$ cat src/dmc_pkg.sv
// ----------------------------------------------------------------------------
// dmc_pkg: door motion controller shared types and constants
// Door states, item codes, payload structs and the timing constants.
// ----------------------------------------------------------------------------
package dmc_pkg;

   // door states
   typedef enum logic [2:0] {
      ST_UNKNOWN = 3'd0,
      ST_CLOSED  = 3'd1,
      ST_OPENING = 3'd2,
      ST_OPEN    = 3'd3,
      ST_CLOSING = 3'd4,
      ST_STOPPED = 3'd5
   } state_type;

   // item opcodes
   localparam logic [2:0] OP_TICK  = 3'd0;
   localparam logic [2:0] OP_OPEN  = 3'd1;
   localparam logic [2:0] OP_CLOSE = 3'd2;
   localparam logic [2:0] OP_STOP  = 3'd3;
   localparam logic [2:0] OP_POS   = 3'd4;

   // sensed positions
   localparam logic [1:0] POS_OPEN   = 2'd1;
   localparam logic [1:0] POS_CLOSED = 2'd2;

   // command status
   localparam logic [1:0] STS_OK      = 2'd0;
   localparam logic [1:0] STS_INVALID = 2'd1;
   localparam logic [1:0] STS_RELAY   = 2'd2;

   // event codes
   localparam logic [2:0] EV_NONE        = 3'd0;
   localparam logic [2:0] EV_TIMEOUT     = 3'd1;
   localparam logic [2:0] EV_OBSTRUCTION = 3'd2;
   localparam logic [2:0] EV_OPEN_START  = 3'd3;
   localparam logic [2:0] EV_CLOSE_START = 3'd4;

   // timing
   localparam int unsigned TIMEOUT_W = 20;
   localparam int unsigned DIV_W     = 7;
   localparam logic [TIMEOUT_W-1:0] TIMEOUT_RESET = 20'd30000;
   localparam logic [TIMEOUT_W-1:0] TIMEOUT_MIN   = 20'd1000;
   localparam logic [TIMEOUT_W-1:0] ELAPSED_MAX   = '1;
   localparam logic [DIV_W-1:0]     SAFETY_INTERVAL_TICKS = 7'd100;

   // one input item
   typedef struct packed {
      logic [2:0] opcode;
      logic [1:0] position;
      logic       relay_ok;
   } req_type;

   // one result item
   typedef struct packed {
      logic [2:0] door_state;
      logic       state_changed;
      logic [1:0] status;
      logic [2:0] event_code;
      logic       relay_pulse;
   } rsp_type;

endpackage

$ cat src/dmc_if.sv
// ----------------------------------------------------------------------------
// dmc channel interfaces
// Valid/ready channels for request items, result items and register writes.
// ----------------------------------------------------------------------------
interface dmc_req_if;
   logic       valid;
   logic       ready;
   logic [2:0] opcode;
   logic [1:0] position;
   logic       relay_ok;

   modport source (output valid, output opcode, output position, output relay_ok,
                   input ready);
   modport sink (input valid, input opcode, input position, input relay_ok,
                 output ready);
endinterface

interface dmc_rsp_if;
   logic       valid;
   logic       ready;
   logic [2:0] door_state;
   logic       state_changed;
   logic [1:0] status;
   logic [2:0] event_code;
   logic       relay_pulse;

   modport source (output valid, output door_state, output state_changed,
                   output status, output event_code, output relay_pulse,
                   input ready);
   modport sink (input valid, input door_state, input state_changed,
                 input status, input event_code, input relay_pulse,
                 output ready);
endinterface

interface dmc_csr_if;
   logic        valid;
   logic        ready;
   logic [19:0] data;

   modport source (output valid, output data, input ready);
   modport sink (input valid, input data, output ready);
endinterface

$ cat src/dmc_fsm.sv
// ----------------------------------------------------------------------------
// dmc_fsm: door motion state and per-item transition logic
// Holds the door state, move timer and safety divider; computes one result
// per item from the registered item and updates state when it advances.
// ----------------------------------------------------------------------------
module dmc_fsm import dmc_pkg::*; (
   input  logic                 clock,
   input  logic                 reset,
   input  logic                 advance,
   input  req_type              item,
   input  logic [TIMEOUT_W-1:0] move_timeout,
   output rsp_type              result
);

   state_type            state_ff, state_in;
   logic [TIMEOUT_W-1:0] elapsed_ff, elapsed_in;
   logic [DIV_W-1:0]     divider_ff, divider_in;

   // state registers
   always_ff @(posedge clock) begin
      if (reset) begin
         state_ff   <= ST_UNKNOWN;
         elapsed_ff <= '0;
         divider_ff <= '0;
      end else if (advance) begin
         state_ff   <= state_in;
         elapsed_ff <= elapsed_in;
         divider_ff <= divider_in;
      end
   end

   // transition logic
   always_comb begin
      state_type            st;
      logic [TIMEOUT_W-1:0] el;
      logic [DIV_W-1:0]     dv;
      logic                 chg;
      logic [1:0]           sts;
      logic [2:0]           ev;
      logic                 pulse;
      logic                 moving;
      logic                 can_open;
      logic                 can_close;

      st        = state_ff;
      el        = elapsed_ff;
      dv        = divider_ff;
      chg       = 1'b0;
      sts       = STS_OK;
      ev        = EV_NONE;
      pulse     = 1'b0;
      moving    = (state_ff == ST_OPENING) || (state_ff == ST_CLOSING);
      can_open  = (state_ff == ST_CLOSED) || (state_ff == ST_STOPPED);
      can_close = (state_ff == ST_OPEN) || (state_ff == ST_STOPPED);

      unique case (item.opcode)
         OP_TICK: begin
            // move timeout, counted only while moving
            if (moving) begin
               if (el != ELAPSED_MAX) begin
                  el = el + 1'b1;
               end
               if (el >= move_timeout) begin
                  st = ST_STOPPED;
                  el = '0;
                  ev = EV_TIMEOUT;
               end
            end
            // periodic safety check on the state left by the timeout
            dv = dv + 1'b1;
            if (dv >= SAFETY_INTERVAL_TICKS) begin
               dv = '0;
               if (st == ST_OPENING) begin
                  if (item.position == POS_CLOSED) begin
                     st = ST_STOPPED;
                     el = '0;
                     ev = EV_OBSTRUCTION;
                  end else if (item.position == POS_OPEN) begin
                     st = ST_OPEN;
                     el = '0;
                  end
               end else if (st == ST_CLOSING) begin
                  if (item.position == POS_OPEN) begin
                     st = ST_STOPPED;
                     el = '0;
                     ev = EV_OBSTRUCTION;
                  end else if (item.position == POS_CLOSED) begin
                     st = ST_CLOSED;
                     el = '0;
                  end
               end
            end
         end
         OP_OPEN: begin
            if (!can_open) begin
               sts = STS_INVALID;
            end else if (!item.relay_ok) begin
               sts = STS_RELAY;
            end else begin
               st    = ST_OPENING;
               el    = '0;
               ev    = EV_OPEN_START;
               pulse = 1'b1;
            end
         end
         OP_CLOSE: begin
            if (!can_close) begin
               sts = STS_INVALID;
            end else if (!item.relay_ok) begin
               sts = STS_RELAY;
            end else begin
               st    = ST_CLOSING;
               el    = '0;
               ev    = EV_CLOSE_START;
               pulse = 1'b1;
            end
         end
         OP_STOP: begin
            if ((state_ff != ST_OPEN) && (state_ff != ST_CLOSED)) begin
               st = ST_STOPPED;
               el = '0;
            end
         end
         OP_POS: begin
            if (moving) begin
               if (item.position == POS_OPEN) begin
                  st = ST_OPEN;
                  el = '0;
               end else if (item.position == POS_CLOSED) begin
                  st = ST_CLOSED;
                  el = '0;
               end
            end
         end
         default: begin
            // unused opcodes leave everything as is
         end
      endcase

      chg = (st != state_ff);

      state_in             = st;
      elapsed_in           = el;
      divider_in           = dv;
      result.door_state    = 3'(st);
      result.state_changed = chg;
      result.status        = sts;
      result.event_code    = ev;
      result.relay_pulse   = pulse;
   end

endmodule

$ cat src/door_motion_controller.sv
// ----------------------------------------------------------------------------
// door_motion_controller: door motion state machine top level
// Input register, transition logic and result register with valid/ready
// channels, plus the timeout configuration register.
// ----------------------------------------------------------------------------
// path: an accepted item is held in the input register and its result in the result
//   register until taken; a stall on the result channel holds both registers
// throughput: one item per cycle while results are taken; the door state in dmc_fsm
//   is updated as each item advances
// reset: door state unknown, move timer and safety divider zero, timeout 30000,
//   both pipeline registers empty
module door_motion_controller import dmc_pkg::*; (
   input  logic     clock,
   input  logic     reset,
   dmc_req_if.sink  req_ch,
   dmc_rsp_if.source rsp_ch,
   dmc_csr_if.sink  csr_ch
);

   logic                 in_valid_ff;
   req_type              in_item_ff;
   logic                 out_valid_ff;
   rsp_type              out_item_ff;
   logic [TIMEOUT_W-1:0] timeout_ff;
   logic                 advance;
   rsp_type              result;

   // pipeline control
   assign advance      = in_valid_ff && (!out_valid_ff || rsp_ch.ready);
   assign req_ch.ready = !in_valid_ff || advance;
   assign csr_ch.ready = 1'b1;

   // input register
   always_ff @(posedge clock) begin
      if (reset) begin
         in_valid_ff <= 1'b0;
      end else if (req_ch.ready) begin
         in_valid_ff <= req_ch.valid;
      end
   end

   always_ff @(posedge clock) begin
      if (req_ch.valid && req_ch.ready) begin
         in_item_ff.opcode   <= req_ch.opcode;
         in_item_ff.position <= req_ch.position;
         in_item_ff.relay_ok <= req_ch.relay_ok;
      end
   end

   // timeout register, short values ignored
   always_ff @(posedge clock) begin
      if (reset) begin
         timeout_ff <= TIMEOUT_RESET;
      end else if (csr_ch.valid && csr_ch.ready && (csr_ch.data >= TIMEOUT_MIN)) begin
         timeout_ff <= csr_ch.data;
      end
   end

   // transition logic and door state
   dmc_fsm u_fsm (
      .clock        (clock),
      .reset        (reset),
      .advance      (advance),
      .item         (in_item_ff),
      .move_timeout (timeout_ff),
      .result       (result)
   );

   // result register
   always_ff @(posedge clock) begin
      if (reset) begin
         out_valid_ff <= 1'b0;
      end else if (advance) begin
         out_valid_ff <= 1'b1;
      end else if (rsp_ch.ready) begin
         out_valid_ff <= 1'b0;
      end
   end

   always_ff @(posedge clock) begin
      if (advance) begin
         out_item_ff <= result;
      end
   end

   assign rsp_ch.valid         = out_valid_ff;
   assign rsp_ch.door_state    = out_item_ff.door_state;
   assign rsp_ch.state_changed = out_item_ff.state_changed;
   assign rsp_ch.status        = out_item_ff.status;
   assign rsp_ch.event_code    = out_item_ff.event_code;
   assign rsp_ch.relay_pulse   = out_item_ff.relay_pulse;

endmodule

$ cat src/flat_wrapper.sv
// flat-port wrapper written by rule: the top's interface ports become plain ports
module door_motion_controller_flat import dmc_pkg::*;
  (clock, reset, req_ch_valid, req_ch_opcode, req_ch_position, req_ch_relay_ok, req_ch_ready, rsp_ch_valid, rsp_ch_door_state, rsp_ch_state_changed, rsp_ch_status, rsp_ch_event_code, rsp_ch_relay_pulse, rsp_ch_ready, csr_ch_valid, csr_ch_data, csr_ch_ready);
  dmc_req_if req_ch_i ();
  dmc_rsp_if rsp_ch_i ();
  dmc_csr_if csr_ch_i ();
  input  logic clock;
  input  logic reset;
  input wire logic [$bits(req_ch_i.valid)-1:0] req_ch_valid;
  input wire logic [$bits(req_ch_i.opcode)-1:0] req_ch_opcode;
  input wire logic [$bits(req_ch_i.position)-1:0] req_ch_position;
  input wire logic [$bits(req_ch_i.relay_ok)-1:0] req_ch_relay_ok;
  output wire logic [$bits(req_ch_i.ready)-1:0] req_ch_ready;
  output wire logic [$bits(rsp_ch_i.valid)-1:0] rsp_ch_valid;
  output wire logic [$bits(rsp_ch_i.door_state)-1:0] rsp_ch_door_state;
  output wire logic [$bits(rsp_ch_i.state_changed)-1:0] rsp_ch_state_changed;
  output wire logic [$bits(rsp_ch_i.status)-1:0] rsp_ch_status;
  output wire logic [$bits(rsp_ch_i.event_code)-1:0] rsp_ch_event_code;
  output wire logic [$bits(rsp_ch_i.relay_pulse)-1:0] rsp_ch_relay_pulse;
  input wire logic [$bits(rsp_ch_i.ready)-1:0] rsp_ch_ready;
  input wire logic [$bits(csr_ch_i.valid)-1:0] csr_ch_valid;
  input wire logic [$bits(csr_ch_i.data)-1:0] csr_ch_data;
  output wire logic [$bits(csr_ch_i.ready)-1:0] csr_ch_ready;
  assign req_ch_i.valid = req_ch_valid;
  assign req_ch_i.opcode = req_ch_opcode;
  assign req_ch_i.position = req_ch_position;
  assign req_ch_i.relay_ok = req_ch_relay_ok;
  assign req_ch_ready = req_ch_i.ready;
  assign rsp_ch_valid = rsp_ch_i.valid;
  assign rsp_ch_door_state = rsp_ch_i.door_state;
  assign rsp_ch_state_changed = rsp_ch_i.state_changed;
  assign rsp_ch_status = rsp_ch_i.status;
  assign rsp_ch_event_code = rsp_ch_i.event_code;
  assign rsp_ch_relay_pulse = rsp_ch_i.relay_pulse;
  assign rsp_ch_i.ready = rsp_ch_ready;
  assign csr_ch_i.valid = csr_ch_valid;
  assign csr_ch_i.data = csr_ch_data;
  assign csr_ch_ready = csr_ch_i.ready;
  door_motion_controller u_core (.clock(clock), .reset(reset), .req_ch(req_ch_i), .rsp_ch(rsp_ch_i), .csr_ch(csr_ch_i));
endmodule
$ cat config.mk
export PLATFORM = sky130hd
export DESIGN_NAME = door_motion_controller_flat
export DESIGN_NICKNAME = d
export VERILOG_FILES = /design/src/dmc_pkg.sv /design/src/dmc_if.sv /design/src/dmc_fsm.sv /design/src/door_motion_controller.sv /design/src/flat_wrapper.sv
export SDC_FILE = /design/constraint.sdc
export NUM_CORES = 1
export LEC_CHECK = 0
export ABC_CLOCK_PERIOD_IN_PS = 7100
export BUFFER_PORTS_ARGS = -buffer_cell sky130_fd_sc_hd__buf_4
export CELL_PAD_IN_SITES_DETAIL_PLACEMENT = 1
export CELL_PAD_IN_SITES_GLOBAL_PLACEMENT = 1
export CORE_MARGIN = 1.5
export CORE_UTILIZATION = 49
export DETAILED_ROUTE_END_ITERATION = 10
export PLACE_DENSITY_LB_ADDON = 0.1
export RECOVER_POWER = 50
export SYNTH_ARGS = -nofsm -noshare
export SYNTH_HDL_FRONTEND = slang
export SYNTH_HIERARCHICAL = 1
export SYNTH_SLANG_ARGS = --single-unit
$ cat constraint.sdc
create_clock -name clock -period 7.1 [get_ports clock]
set_input_delay 1.42 -clock clock [delete_from_list [all_inputs] [get_ports clock]]
set_output_delay 1.42 -clock clock [all_outputs]
set_load 0.005 [all_outputs]
==> report_table.html <==
<table>
<tr><th>Metric</th><th>Value</th></tr>
<tr><th colspan="2">Power</th></tr>
<tr><td>Peak supply drop</td><td>0.00007909 V</td></tr>
<tr><td>Fraction of power spent switching nets</td><td>0.2570</td></tr>
<tr><td>Switching pwr</td><td>0.2374 mW</td></tr>
<tr><td>Lkg Pwr</td><td>2.026 nW</td></tr>
<tr><td>Internal power component</td><td>0.6865 mW</td></tr>
<tr><td>Power Dens Cells</td><td>176.2 nW/um2</td></tr>
<tr><td>Power share of the clock group</td><td>0.434</td></tr>
<tr><td>Sequential power share</td><td>0.461</td></tr>
<tr><td>Fraction of power consumed by combinational cells</td><td>0.105</td></tr>
<tr><th colspan="2">Cells and area</th></tr>
<tr><td>Commonest non-fill, non-tap cells in the layout</td><td>sky130_fd_sc_hd__dfxtp_1 (52), sky130_fd_sc_hd__nor2_1 (47), sky130_fd_sc_hd__a21oi_1 (47)</td></tr>
<tr><td>Final antenna diode count</td><td>0</td></tr>
<tr><td>Nets</td><td>643</td></tr>
<tr><td>Fill cell instance count of the final layout</td><td>1140</td></tr>
<tr><td>Layout Utilization</td><td>0.5648</td></tr>
<tr><td>Synthesis-to-finish area growth</td><td>10.90%</td></tr>
<tr><td>Most frequent standard cell in the layout excluding fill and tap cells</td><td>sky130_fd_sc_hd__dfxtp_1</td></tr>
<tr><td>Share of cells above drive strength 1</td><td>0.1349</td></tr>
<tr><th colspan="2">Worst setup path</th></tr>
<tr><td>Worst path slowest cell</td><td>sky130_fd_sc_hd__clkbuf_1</td></tr>
<tr><td>Required time of the critical path</td><td>7.33 ns</td></tr>
<tr><td>Worst-path fanout max</td><td>56</td></tr>
<tr><td>Critical path data arrival time</td><td>5.18 ns</td></tr>
<tr><td>Peak per-stage delay on the critical path</td><td>1.84 ns</td></tr>
<tr><td>Largest delay share family, worst path</td><td>buffers and inverters</td></tr>
<tr><td>Type of origin of the critical path</td><td>primary input</td></tr>
<tr><td>Cells along the critical path</td><td>clkbuf_1 &gt; inv_1 &gt; and4_1 &gt; a311o_1</td></tr>
<tr><td>Worst Setup End Kind</td><td>flip-flop</td></tr>
<tr><td>Worst path bufs/invs</td><td>2</td></tr>
<tr><td>Critical path type</td><td>primary input to flip-flop</td></tr>
<tr><th colspan="2">Global route</th></tr>
<tr><td>Total global-route track usage</td><td>0.2794</td></tr>
<tr><td>Pin count of the biggest net entering global routing</td><td>57</td></tr>
<tr><td>Antenna violations before repair</td><td>0</td></tr>
<tr><td>Via count of the first global-routing pass</td><td>4702</td></tr>
<tr><td>Global route total overflow</td><td>0</td></tr>
<tr><td>Global-route wire length before repair</td><td>22.87 mm</td></tr>
<tr><th colspan="2">Synthesis</th></tr>
<tr><td>Prevailing post-synth register cell</td><td>sky130_fd_sc_hd__dfxtp_1</td></tr>
<tr><td>EDFF count, synth</td><td>16</td></tr>
<tr><td>Syn nets</td><td>628</td></tr>
<tr><td>Netlist area before placement</td><td>4728 um2</td></tr>
<tr><td>Register bit count reported by yosys</td><td>68</td></tr>
<tr><td>Synth warn</td><td>6</td></tr>
<tr><td>Netlist cell types</td><td>80</td></tr>
<tr><td>Share of flip-flops with an asynchronous set or reset</td><td>0</td></tr>
<tr><td>Count of mapped cells out of synthesis</td><td>573</td></tr>
<tr><td>Share of synthesized area occupied by flip-flops and latches</td><td>0.3218</td></tr>
<tr><td>Average cell area after synthesis</td><td>8.252 um2</td></tr>
<tr><th colspan="2">Floorplanning</th></tr>
<tr><td>Vert. Die Dim</td><td>101.2 um</td></tr>
<tr><td>Initial Utilization</td><td>0.5093</td></tr>
<tr><td>Floorplan row count</td><td>35</td></tr>
<tr><td>Count of boundary I/O pins</td><td>44</td></tr>
<tr><td>Die W</td><td>101.2 um</td></tr>
<tr><td>Core footprint</td><td>9284 um2</td></tr>
<tr><td>Overall die area</td><td>10250 um2</td></tr>
<tr><th colspan="2">Place</th></tr>
<tr><td>Port buffer count</td><td>42</td></tr>
<tr><td>Final weighted congestion in routability-driven placement</td><td>0.9357</td></tr>
<tr><td>Placed wire-length estimate</td><td>9.831 mm</td></tr>
<tr><th colspan="2">CTS</th></tr>
<tr><td>Total CTS buffers</td><td>9</td></tr>
<tr><td>TritonCTS clock tree</td><td>done</td></tr>
<tr><td>Number of buffers added to fix hold violations after cts</td><td>0</td></tr>
<tr><td>CTS clock-pin slew for the worst setup and hold paths</td><td>0.08 ns</td></tr>
<tr><td>Number of H-tree levels</td><td>3</td></tr>
<tr><td>Resized cells post-CTS</td><td>0</td></tr>
<tr><td>Setup fix buffers added after clock tree synthesis</td><td>0</td></tr>
<tr><td>Total number of clock tree sinks</td><td>68</td></tr>
<tr><td>Insertion delay to the later sink of the worst-skew pair</td><td>0.35 ns</td></tr>
<tr><td>Cell at the root of the clock tree</td><td>sky130_fd_sc_hd__clkbuf_8</td></tr>
<tr><td>Maximum buffer depth of the clock tree</td><td>2</td></tr>
<tr><th colspan="2">Status</th></tr>
<tr><td>Violated checks</td><td>capacitance limit, slew limit</td></tr>
<tr><td>Status</td><td>finished, violations left</td></tr>
<tr><th colspan="2">Min path</th></tr>
<tr><td>Class of the worst hold path</td><td>flip-flop to flip-flop</td></tr>
<tr><th colspan="2">Timing</th></tr>
<tr><td>Hold Fails Final Rpt</td><td>0</td></tr>
<tr><td>Relative max-transition margin</td><td>-0.7645</td></tr>
<tr><td>Actual transition at the worst max-transition pin</td><td>2.647 ns</td></tr>
<tr><td>Total count of max-transition violations in the final report</td><td>57</td></tr>
<tr><td>Worst clock skew</td><td>0.01439 ns</td></tr>
<tr><td>Fin crit share</td><td>0.6964</td></tr>
<tr><td>Setup tns final</td><td>0 ns</td></tr>
<tr><td>Unrepaired setup endpoints after global routing</td><td>false</td></tr>
<tr><td>Number of endpoints failing setup at the final stage</td><td>0</td></tr>
<tr><td>Period minus WS final</td><td>4.944 ns</td></tr>
<tr><td>FMAX</td><td>202.3 MHz</td></tr>
<tr><th colspan="2">Route</th></tr>
<tr><td>Total DRC errors in the routed layout</td><td>0</td></tr>
<tr><td>Detailed-route wire length per cell</td><td>19.06 um</td></tr>
<tr><td>Final routed wirelength across all metal layers</td><td>13.76 mm</td></tr>
<tr><td>Number of vias after detailed routing</td><td>4574</td></tr>
<tr><td>Via density per instance</td><td>6.335</td></tr>
<tr><td>Pre-antenna DRT Iters</td><td>5</td></tr>
<tr><td>Antenna Nets Post-Route</td><td>0</td></tr>
<tr><td>DRC marker count from the first detailed-route iteration</td><td>216</td></tr>
<tr><th colspan="2">Job</th></tr>
<tr><td>Max-capacitance violation count</td><td>1</td></tr>
</table>
==> cells in the mapped netlist, types with 4 or more instances <==
cell type / count / area, um2
sky130_fd_sc_hd__dfxtp_1: 52 / 1041
sky130_fd_sc_hd__a21oi_1: 47 / 235.2
sky130_fd_sc_hd__nor2_1: 46 / 172.7
sky130_fd_sc_hd__nand2_1: 42 / 157.7
sky130_fd_sc_hd__inv_1: 32 / 120.1
sky130_fd_sc_hd__nand3_1: 28 / 140.1
sky130_fd_sc_hd__ha_1: 24 / 300.3
sky130_fd_sc_hd__nor3_1: 24 / 120.1
sky130_fd_sc_hd__clkbuf_1: 21 / 78.83
sky130_fd_sc_hd__nand4_1: 17 / 106.4
sky130_fd_sc_hd__edfxtp_1: 16 / 480.5
sky130_fd_sc_hd__o21ai_0: 16 / 80.08
sky130_fd_sc_hd__and3_1: 14 / 87.58
sky130_fd_sc_hd__buf_2: 13 / 65.06
sky130_fd_sc_hd__nor3b_1: 11 / 82.58
sky130_fd_sc_hd__a32oi_1: 10 / 87.58
sky130_fd_sc_hd__xor2_1: 10 / 87.58
sky130_fd_sc_hd__nand2b_1: 9 / 56.30
sky130_fd_sc_hd__a211oi_1: 7 / 52.55
sky130_fd_sc_hd__nor2b_1: 7 / 43.79
sky130_fd_sc_hd__o211ai_1: 7 / 52.55
sky130_fd_sc_hd__or3_1: 7 / 43.79
sky130_fd_sc_hd__xnor2_1: 7 / 61.31
sky130_fd_sc_hd__and4_1: 5 / 43.79
sky130_fd_sc_hd__nand3b_1: 5 / 37.54
sky130_fd_sc_hd__a221o_1: 4 / 40.04
sky130_fd_sc_hd__a311o_1: 4 / 40.04
sky130_fd_sc_hd__buf_4: 4 / 30.03
sky130_fd_sc_hd__nor4_1: 4 / 25.02
==> cell type report <==
class                      count  area (um2)  area share
inverter                      32       120.1     0.02291
tap                          129       161.4     0.03078
multi-input combinational    432        2865      0.5464
clock buffer                   9       123.9     0.02362
clock inverter                 7       121.4     0.02314
timing repair buffer          45       330.3     0.06299
sequential                    68        1521      0.2901
==> power by group through the flow <==
stage / logic, mW / clock network, mW / registers, mW
6_report: 0.0969 / 0.401 / 0.426
4_1_cts: 0.0980 / 0.408 / 0.426
3_3_place_gp: 0.0924 / 0 / 0.434
5_1_grt: 0.107 / 0.429 / 0.428
3_5_place_dp: 0.0971 / 0 / 0.435
2_1_floorplan: 0.0679 / 0 / 0.425
==> layer usage <==
metal | GRT usage | routed length, um | vias to the layer above
li1 | - | - | 2166
met1 | 0.3585 | 6194 | 2240
met2 | 0.4739 | 6730 | 138
met3 | 0.05176 | 579 | 30
met4 | 0.09295 | 255 | 0
met5 | 0 | 0 | -
==> flip-flops by register name (all words and copies together), names as in the netlist <==
name                         flops
u_core/in_item_ff                6
u_core/rsp_ch.status             2
u_core/timeout_ff               20
u_core/rsp_ch.door_state         3
u_core/in_valid_ff               1
u_core/u_fsm/elapsed_ff         20
u_core/rsp_ch.event_code         3
u_core/rsp_ch.relay_pulse        1
u_core/u_fsm/divider_ff          7
u_core/rsp_ch.valid              1
u_core/rsp_ch.state_changed      1
u_core/u_fsm/state_ff            3
==> metrics by stage <==
step                      setup slack, ns  total power [mW]  instances  area, um2  hold WS [ns]
after floorplan                     3.571            0.4928        573       4728        0.4529
after global placement              2.546            0.5259        706       5019        0.4729
after detailed placement            2.342            0.5316        706       5019        0.4806
after CTS                           2.273            0.9317        722       5264        0.4927
after global routing                1.577            0.9641        722       5244        0.5214
final                               2.156            0.9239        722       5244        0.4906
==> worst min-delay path: stages (launching register included) <==
cell                      delay, ns
sky130_fd_sc_hd__dfxtp_1       0.33
sky130_fd_sc_hd__nand2_1       0.06
sky130_fd_sc_hd__a21oi_1       0.05
==> cell families (layout without fill, tap and decap cells) <==
kind of cell             Yosys count  count (layout)  synth area share
other                              1               1         0.0007931
AO/OA/AOI/OAI                    147             147            0.2273
multiplexers                       4               4          0.009261
flip-flops                        68              68            0.3218
AND/OR/NAND/NOR                  237             237            0.2694
XOR/XNOR                          19              19           0.03837
adder cells (fa/ha/maj)           24              24           0.06351
buffers and inverters             73              93           0.06960
==> final timing paths <==
path,from,to,slack [ns],cells after the start
min,u_core/u_fsm/elapsed_ff[13],u_core/u_fsm/elapsed_ff[13],0.49,2
max,reset,u_core/timeout_ff[17],2.16,4
max reg2reg,u_core/u_fsm/elapsed_ff[0],u_core/u_fsm/state_ff[1],2.18,12
min reg2reg,u_core/u_fsm/elapsed_ff[13],u_core/u_fsm/elapsed_ff[13],0.49,2
(Power assumes the default switching activity.)
